### src/hw/rtl/hsp_pkg.sv
// ----------------------------------------------------------------------------
// hsp_pkg
// Shared constants, codes, command/status types and helpers for the
// Hermite spline point evaluator.
// ----------------------------------------------------------------------------
package hsp_pkg;

  localparam int FRAC_BITS    = 16;
  localparam int NEWTON_STEPS = 5;
  localparam int MAX_SEGMENTS = 256;

  localparam int SEG_W       = $clog2(MAX_SEGMENTS + 1);
  localparam int COEFF_DEPTH = MAX_SEGMENTS * 8;
  localparam int COEFF_AW    = $clog2(COEFF_DEPTH);
  localparam int KNOT_DEPTH  = MAX_SEGMENTS + 1;
  localparam int KNOT_AW     = $clog2(KNOT_DEPTH);

  // divider: 33-bit magnitude numerator shifted up by FRAC_BITS
  localparam int DIV_STEPS = 33 + FRAC_BITS;
  localparam int DCNT_W    = $clog2(DIV_STEPS + 1);

  localparam int ITER_W = $clog2(NEWTON_STEPS + 1);

  localparam logic signed [63:0] ONE_FX = 64'sd1 <<< FRAC_BITS;

  typedef enum logic [1:0] {
    ACT_COEFF = 2'd0,
    ACT_KNOT  = 2'd1,
    ACT_EVAL  = 2'd2,
    ACT_NONE  = 2'd3
  } action_e;

  typedef enum logic [1:0] {
    STAT_OK    = 2'd0,
    STAT_RANGE = 2'd1,
    STAT_ZDIV  = 2'd2
  } status_e;

  localparam logic REG_NSEG = 1'b0;
  localparam logic REG_MODE = 1'b1;

  typedef enum logic [4:0] {
    OP_NOP,
    OP_CAPTURE,
    OP_START,
    OP_OOR,
    OP_KCMP,
    OP_K0LD,
    OP_DIV_INIT,
    OP_DIV_STEP,
    OP_DIV_TSET,
    OP_DIV_TADD,
    OP_WLOAD,
    OP_MUL_TT,
    OP_WB_T2,
    OP_MUL_T2T,
    OP_WB_T3,
    OP_MULB,
    OP_ACC,
    OP_WB_RESID,
    OP_WB_SLOPE,
    OP_WB_X,
    OP_WB_Y
  } dp_op_e;

  typedef enum logic [3:0] {
    S_IDLE,
    S_START,
    S_OOR,
    S_KRD,
    S_KCMP,
    S_K0RD,
    S_K0LD,
    S_DIVI,
    S_DIV,
    S_WLD,
    S_BL,
    S_POST,
    S_DONE
  } ctrl_state_e;

  typedef enum logic [2:0] {
    PH_INIT,
    PH_NVAL,
    PH_NSLOPE,
    PH_X,
    PH_Y
  } phase_e;

  typedef struct packed {
    dp_op_e     op;
    logic [1:0] idx;
    logic [1:0] cidx;
    logic       crd;
    logic       cdim;
    logic       krd;
    logic       khi;
    logic       dsel;
    logic       slope;
    logic       out_load;
  } dp_cmd_t;

  typedef struct packed {
    logic plain_oor;
    logic kgt;
    logic seg_last;
    logic div_done;
  } dp_stat_t;

  function automatic logic signed [31:0] sat32(input logic signed [63:0] v);
    logic signed [31:0] r;
    if (v > 64'sd2147483647) begin
      r = 32'sh7fffffff;
    end else if (v < -64'sd2147483648) begin
      r = 32'sh80000000;
    end else begin
      r = v[31:0];
    end
    return r;
  endfunction

endpackage

### src/hw/rtl/hsp_ctrl.sv
// ----------------------------------------------------------------------------
// hsp_ctrl
// Sequencer: knot search, divider runs, Newton loop and blend steps.
// ----------------------------------------------------------------------------
module hsp_ctrl (
  input  logic              clk_i,
  input  logic              rst_ni,
  input  logic              in_valid_i,
  input  hsp_pkg::action_e  action_i,
  input  logic              knot_mode_i,
  input  logic              nseg_zero_i,
  input  logic              out_free_i,
  input  hsp_pkg::dp_stat_t stat_i,
  output logic              in_stall_o,
  output hsp_pkg::dp_cmd_t  cmd_o
);
  import hsp_pkg::*;

  ctrl_state_e       state_q, state_d;
  phase_e            phase_q, phase_d;
  logic [3:0]        step_q, step_d;
  logic [ITER_W-1:0] iter_q, iter_d;

  always_ff @(posedge clk_i or negedge rst_ni) begin
    if (!rst_ni) begin
      state_q <= S_IDLE;
      phase_q <= PH_INIT;
      step_q  <= '0;
      iter_q  <= '0;
    end else begin
      state_q <= state_d;
      phase_q <= phase_d;
      step_q  <= step_d;
      iter_q  <= iter_d;
    end
  end

  // next state
  always_comb begin
    state_d = state_q;
    phase_d = phase_q;
    step_d  = step_q;
    iter_d  = iter_q;
    unique case (state_q)
      S_IDLE: begin
        if (in_valid_i && action_i == ACT_EVAL) state_d = S_START;
      end
      S_START: begin
        if (nseg_zero_i || (!knot_mode_i && stat_i.plain_oor)) begin
          state_d = S_OOR;
        end else if (knot_mode_i) begin
          phase_d = PH_INIT;
          state_d = S_KRD;
        end else begin
          phase_d = PH_X;
          step_d  = '0;
          state_d = S_WLD;
        end
      end
      S_OOR:  state_d = S_DONE;
      S_KRD:  state_d = S_KCMP;
      S_KCMP: begin
        if (stat_i.kgt && !stat_i.seg_last) state_d = S_KRD;
        else if (stat_i.kgt)                state_d = S_OOR;
        else                                state_d = S_K0RD;
      end
      S_K0RD: state_d = S_K0LD;
      S_K0LD: state_d = S_DIVI;
      S_DIVI: state_d = S_DIV;
      S_DIV: begin
        if (stat_i.div_done) begin
          step_d = '0;
          if (phase_q == PH_INIT) begin
            phase_d = PH_NVAL;
            iter_d  = '0;
            state_d = S_WLD;
          end else if (iter_q == ITER_W'(NEWTON_STEPS - 1)) begin
            phase_d = PH_X;
            state_d = S_WLD;
          end else begin
            iter_d  = iter_q + 1'b1;
            phase_d = PH_NVAL;
            state_d = S_BL;
          end
        end
      end
      S_WLD: begin
        if (step_q == 4'd4) begin
          step_d  = '0;
          state_d = S_BL;
        end else begin
          step_d = step_q + 1'b1;
        end
      end
      S_BL: begin
        if (step_q == 4'd11) state_d = S_POST;
        else                 step_d  = step_q + 1'b1;
      end
      S_POST: begin
        step_d = '0;
        unique case (phase_q)
          PH_NVAL: begin
            phase_d = PH_NSLOPE;
            state_d = S_BL;
          end
          PH_NSLOPE: state_d = S_DIVI;
          PH_X: begin
            phase_d = PH_Y;
            state_d = S_WLD;
          end
          PH_Y:    state_d = S_DONE;
          default: state_d = S_IDLE;
        endcase
      end
      S_DONE: begin
        if (out_free_i) state_d = S_IDLE;
      end
      default: state_d = S_IDLE;
    endcase
  end

  // commands
  always_comb begin
    cmd_o       = '0;
    cmd_o.op    = OP_NOP;
    cmd_o.slope = (phase_q == PH_NSLOPE);
    cmd_o.dsel  = (phase_q == PH_NSLOPE);
    cmd_o.cdim  = (phase_q != PH_X);
    in_stall_o  = 1'b1;
    unique case (state_q)
      S_IDLE: begin
        in_stall_o = 1'b0;
        if (in_valid_i && action_i == ACT_EVAL) cmd_o.op = OP_CAPTURE;
      end
      S_START: cmd_o.op = OP_START;
      S_OOR:   cmd_o.op = OP_OOR;
      S_KRD: begin
        cmd_o.krd = 1'b1;
        cmd_o.khi = 1'b1;
      end
      S_KCMP: cmd_o.op  = OP_KCMP;
      S_K0RD: cmd_o.krd = 1'b1;
      S_K0LD: cmd_o.op  = OP_K0LD;
      S_DIVI: cmd_o.op  = OP_DIV_INIT;
      S_DIV: begin
        if (!stat_i.div_done)        cmd_o.op = OP_DIV_STEP;
        else if (phase_q == PH_INIT) cmd_o.op = OP_DIV_TSET;
        else                         cmd_o.op = OP_DIV_TADD;
      end
      S_WLD: begin
        cmd_o.crd  = (step_q != 4'd4);
        cmd_o.cidx = step_q[1:0];
        if (step_q != 4'd0) begin
          cmd_o.op  = OP_WLOAD;
          cmd_o.idx = 2'(step_q - 4'd1);
        end
      end
      S_BL: begin
        cmd_o.idx = 2'((step_q - 4'd4) >> 1);
        case (step_q)
          4'd0:    cmd_o.op = OP_MUL_TT;
          4'd1:    cmd_o.op = OP_WB_T2;
          4'd2:    cmd_o.op = OP_MUL_T2T;
          4'd3:    cmd_o.op = OP_WB_T3;
          default: cmd_o.op = step_q[0] ? OP_ACC : OP_MULB;
        endcase
      end
      S_POST: begin
        unique case (phase_q)
          PH_NVAL:   cmd_o.op = OP_WB_RESID;
          PH_NSLOPE: cmd_o.op = OP_WB_SLOPE;
          PH_X:      cmd_o.op = OP_WB_X;
          PH_Y:      cmd_o.op = OP_WB_Y;
          default:   cmd_o.op = OP_NOP;
        endcase
      end
      S_DONE: cmd_o.out_load = out_free_i;
      default: cmd_o.op = OP_NOP;
    endcase
  end

endmodule

### config.mk
export PLATFORM = sky130hd
export DESIGN_NAME = hsp_ctrl
export DESIGN_NICKNAME = d
export VERILOG_FILES = /design/src/hw/rtl/hsp_pkg.sv /design/src/hw/rtl/hsp_ctrl.sv
export SDC_FILE = /design/constraint.sdc
export NUM_CORES = 1
export LEC_CHECK = 0
export BUFFER_PORTS_ARGS = -buffer_cell sky130_fd_sc_hd__buf_2
export CORE_UTILIZATION = 40
export CTS_CLUSTER_DIAMETER = 150
export DETAILED_ROUTE_END_ITERATION = 10
export PLACE_DENSITY_LB_ADDON = 0.2
export SLEW_MARGIN = 20
export SYNTH_ARGS = -nofsm -noshare
export SYNTH_HDL_FRONTEND = slang
export SYNTH_SLANG_ARGS = --single-unit
### constraint.sdc
create_clock -name clk_i -period 2.1 [get_ports clk_i]
set_clock_uncertainty 0.05 [all_clocks]
set_input_delay 0.105 -clock clk_i [delete_from_list [all_inputs] [get_ports clk_i]]
set_output_delay 0.105 -clock clk_i [all_outputs]
set_load 0.05 [all_outputs]
## Word-level counts from Yosys, hierarchy flattened

Index checks and enable logic that the tools add are counted.

- Memory bits (read-only): 0
- RAM bits: 0
- Memories kept: 0
- Latch bits: 0
- Input port bits: 12
- Output and inout bits: 17
- Bits in registers: 14
- Logic and storage cells: 102

- Multiply operators: 0
- Reduce and logical (&&, ||, !) cells: 17
- Muxes and demuxes: 42
- Bitwise gates (word level): 0
- Equal/unequal tests: 35
- Add/subtract/negate cells: 4
- Div/mod/pow operators: 0
- Shift-type cells: 0
- Magnitude comparators: 0

Operator list:

| operator | number |
|---|---|
| 4-bit 2-to-1 mux | 13 |
| 4-bit one-hot mux with 13 select lines | 1 |
| 5-bit one-hot mux with 10 select lines | 1 |
| 5-bit one-hot mux with 4 select lines | 2 |
| 4-bit equality test, second input constant | 6 |
| 3-bit 2-to-1 mux | 7 |
| 4-bit by 3-bit equality test with 1-bit output, second input constant | 5 |
| 4-bit one-hot mux with 5 select lines | 1 |
| 2-bit != test, second input constant | 9 |
| 4-bit by 2-bit equality test with 1-bit output, second input constant | 4 |
| 4-bit one-hot mux with 4 select lines | 1 |
| 2-bit 2-to-1 mux | 5 |
| 5-bit AND reduction | 2 |
| 3-bit one-hot mux with 3 select lines | 1 |
| 4-bit by 1-bit equality test with 1-bit output, second input constant | 2 |
| 4-bit logical NOT | 2 |
| 3-bit by 2-bit equality test with 1-bit output, second input constant | 2 |
| 3-bit equality test, second input constant | 2 |
| 1-bit 2-to-1 mux | 6 |
| 6-bit 2-to-1 mux | 1 |
| 3-bit one-hot mux with 2 select lines | 1 |
| 5-bit 2-to-1 mux | 1 |
| 5-bit nonzero test | 1 |
| 4-bit by 1-bit adder with 4-bit output, second input constant | 1 |
| other kinds (18) | 21 |

## Logic depth before layout (Yosys ltp)

- Depth in word-level cells: 5
- Gate-level depth with buffers: 7
- Mapped depth without buffers: 7

## Worst setup path after synthesis

Ideal clock, no wire load.

- Path type: flip-flop to output port
- From: reg step_q[0]
- To: out cmd_o[15] (netlist bit)
- Buffers on the path: 0
- Stages on the path, launching flop included: 5
- Path slack: -0.354 ns
- Arrival: 2.299 ns
- Required time: 1.945 ns
- Cells stage by stage: dfrtp_1 ha_1 o31ai_1 nand3_1 o21ai_0

RTL lines:

| item | line | text |
|---|---|---|
| from (decl) | hsp_ctrl.sv:21 | `logic [3:0] step_q, step_d;` |
| from (signal assigned) | hsp_ctrl.sv:33 | `step_q <= step_d;` |
| to (decl) | hsp_ctrl.sv:15 | `output hsp_pkg::dp_cmd_t cmd_o` |

==> impl_metrics.csv <==
group,metric,value,unit
status,outcome,"finished clean",
placement,detailed_place_hpwl,3.23,mm
cts,h-tree-depth,1,
global_routing,grt-ovfl-total,0,
timing,rsz0062_at_grt,"yes",
cts,cts_sinks,14,
cts,clk_pin_slew,0.09,ns
critical_path,crit_fanout,5,
routing,firstDrtPassIters,4,
finish,num-nets-final,247,
cts,cts-root-buf,"clkbuf_4",
logic_synthesis,ys_types,49,
timing,finalSetupViolations,0,
floorplan,pin_count,29,
placement,placed_cell_area,1640,um2
floorplan,die-width,61.2,um
global_routing,grt_util_all_layers,0.242,
finish,final_area,1890,um2
routing,wirelength,4.48,mm
logic_synthesis,syn_nets,205,
finish,drive_gt1_frac,0.386,
job,maxCapViolations,0,
global_routing,antenna_found_initial,0,
critical_path,worstPathRequired,1.95,ns
logic_synthesis,ys.flop_type,"dfrtp_1",
routing,vias,1618,
floorplan,initial_utilization,0.420,
cts,clock_latency,0.28,ns
logic_synthesis,async_flop_share,1.00,
finish,layout_common_cells,"23 x buf_4, 22 x buf_2, 16 x nand2_1",
cts,cts_made_buffers,3,
finish,fillers,327,
global_routing,grt_start_max_net_pins,21,
finish,final_common_cell,"buf_4",
floorplan,rows,21,
logic_synthesis,synth-edff-count,0,
global_routing,use_met2,0.387,
hold_path,hold_class,"in2reg",
routing,postRouteAntennaNets,0,
critical_path,critPathKind,"reg2out",
floorplan,die_y,61.2,um
global_routing,grtUsageMet3,0.0315,
critical_path,arrival,1.92,ns
floorplan,core,3340,um2
timing,min_period,2.07,ns
placement,io_buffers,28,
finish,final_util,0.567,
cts,cts_buffer_depth,2,
timing,worst_slew_pin_slew,0.430,ns
global_routing,grt_busiest_layer,"met2",
global_routing,first_global_vias,1384,
routing,drc,0,
routing,drt_iter0_drc,134,
timing,hold_viol,0,
finish,fin_cells,274,
logic_synthesis,synth-seq-area-share,0.250,
finish,n_antenna_cell,0,
timing,holdWs,0.192,ns
global_routing,grt_pass1_wl,6.50,mm
cts,cts_tree,"done",
global_routing,grtUsageMet1,0.317,
critical_path,startpoint_type,"flip-flop",
logic_synthesis,synth_cells,187,
placement,place.gp.congestion,0.958,
logic_synthesis,avgSynthCellArea,7.49,um2
routing,viasPerCell,5.91,
finish,area_delta_synth_final,34.9,%
timing,fmax,483,MHz
floorplan,dieArea,3740,um2
logic_synthesis,synth_area,1400,um2
logic_synthesis,synth_warnings,0,
timing,slew_violations,0,
placement,dp.cells,261,
routing,wl_per_cell,16.3,um
timing,slew_headroom,0.710,
logic_synthesis,synth_seq_cells,14,
critical_path,endpoint_kind,"output pin",
timing,period_share,0.986,
layer usage:
metal	wire length [um]	up-vias
li1	-	776
met1	1950	774
met2	2170	52
met3	191	16
met4	174	0
met5	0	-
flip-flops by register name, indices dropped and copies added, names as in the netlist:
| signal | count |
|---|---|
| phase_q | 3 |
| state_q | 4 |
| iter_q | 3 |
| step_q | 4 |
cells by family after synthesis:
logic type / after synthesis / share of synthesized area
and+or+nand+nor: 79 / 0.299
AOI/OAI and AO/OA: 61 / 0.301
buffers and inverters: 23 / 0.0696
DFF: 14 / 0.250
adders and majority gates: 6 / 0.0536
xor gates and xnor gates: 3 / 0.0188
muxes: 1 / 0.00804
timing repair:
action,4_1_cts,5_1_grt
cloned,0,0
hold buffers,1,0
setup buffers,2,6
pin swaps,0,4
hold endpoints to repair,14,0
resized for setup,11,32
endpoints found under the setup margin,5,7
cell type report:
class	instances	area (um2)	share of cell area
well taps	46	57.6	0.0304
inverters	11	47.5	0.0251
repair buffers	49	323	0.171
flip-flops and latches	14	354	0.187
multi-input cells	150	1070	0.567
clock buffers	4	36.3	0.0192
critical path: stages, from the launching register on:
cell and delay (ns):
dfrtp_1 0.44, buf_4 0.17, buf_4 0.14, and2_1 0.16, a31oi_4 0.22, nor2_1 0.06, o21ai_1 0.14, o211ai_1 0.11
buf_4 0.20
final timing paths:
path                              endpoint       start  slack, ns  cells after the start
worst max-delay path             cmd_o[12]  state_q[0]       0.03                      8
worst min-delay path            state_q[3]   stat_i[3]       0.19                      3
worst max register to register   step_q[2]  state_q[2]       0.08                      5
worst min register to register   iter_q[0]   iter_q[0]       0.47                      2
max in group asynchronous        step_q[0]      rst_ni       1.53                      2
min in group asynchronous       phase_q[2]      rst_ni       0.20                      2
synthesized netlist by cell type (2+ instances only):
cell / instances / share of area
nor2_1: 20 / 0.054
nand2_1: 17 / 0.046
dfrtp_1: 14 / 0.25
o21ai_0: 14 / 0.050
a21oi_1: 13 / 0.046
inv_1: 11 / 0.029
clkbuf_1: 10 / 0.027
nand3_1: 8 / 0.029
nor3_1: 7 / 0.025
o22ai_1: 7 / 0.031
ha_1: 6 / 0.054
a21o_1: 4 / 0.021
and3_1: 4 / 0.018
nand2b_1: 4 / 0.018
a31oi_1: 3 / 0.013
xnor2_1: 3 / 0.019
a211o_1: 2 / 0.013
a22o_1: 2 / 0.013
and3b_1: 2 / 0.013
nand3b_1: 2 / 0.011
nand4bb_1: 2 / 0.016
nor2b_1: 2 / 0.0089
o211ai_1: 2 / 0.011
o31ai_1: 2 / 0.011
or3_1: 2 / 0.0089
per-stage QoR:
stage | setup TNS [ns] | setup WS (ns)
6_report | 0 | 0.0300
5_1_grt | -0.111 | -0.0597
4_1_cts | 0 | 0.00360
3_5_place_dp | 0 | 0.128
3_3_place_gp | 0 | 0.172
2_1_floorplan | 0 | 0.00104
Power is left out: the tool's default activity adds up to more than one toggle a clock period on the data nets, which glitch-free logic cannot reach.
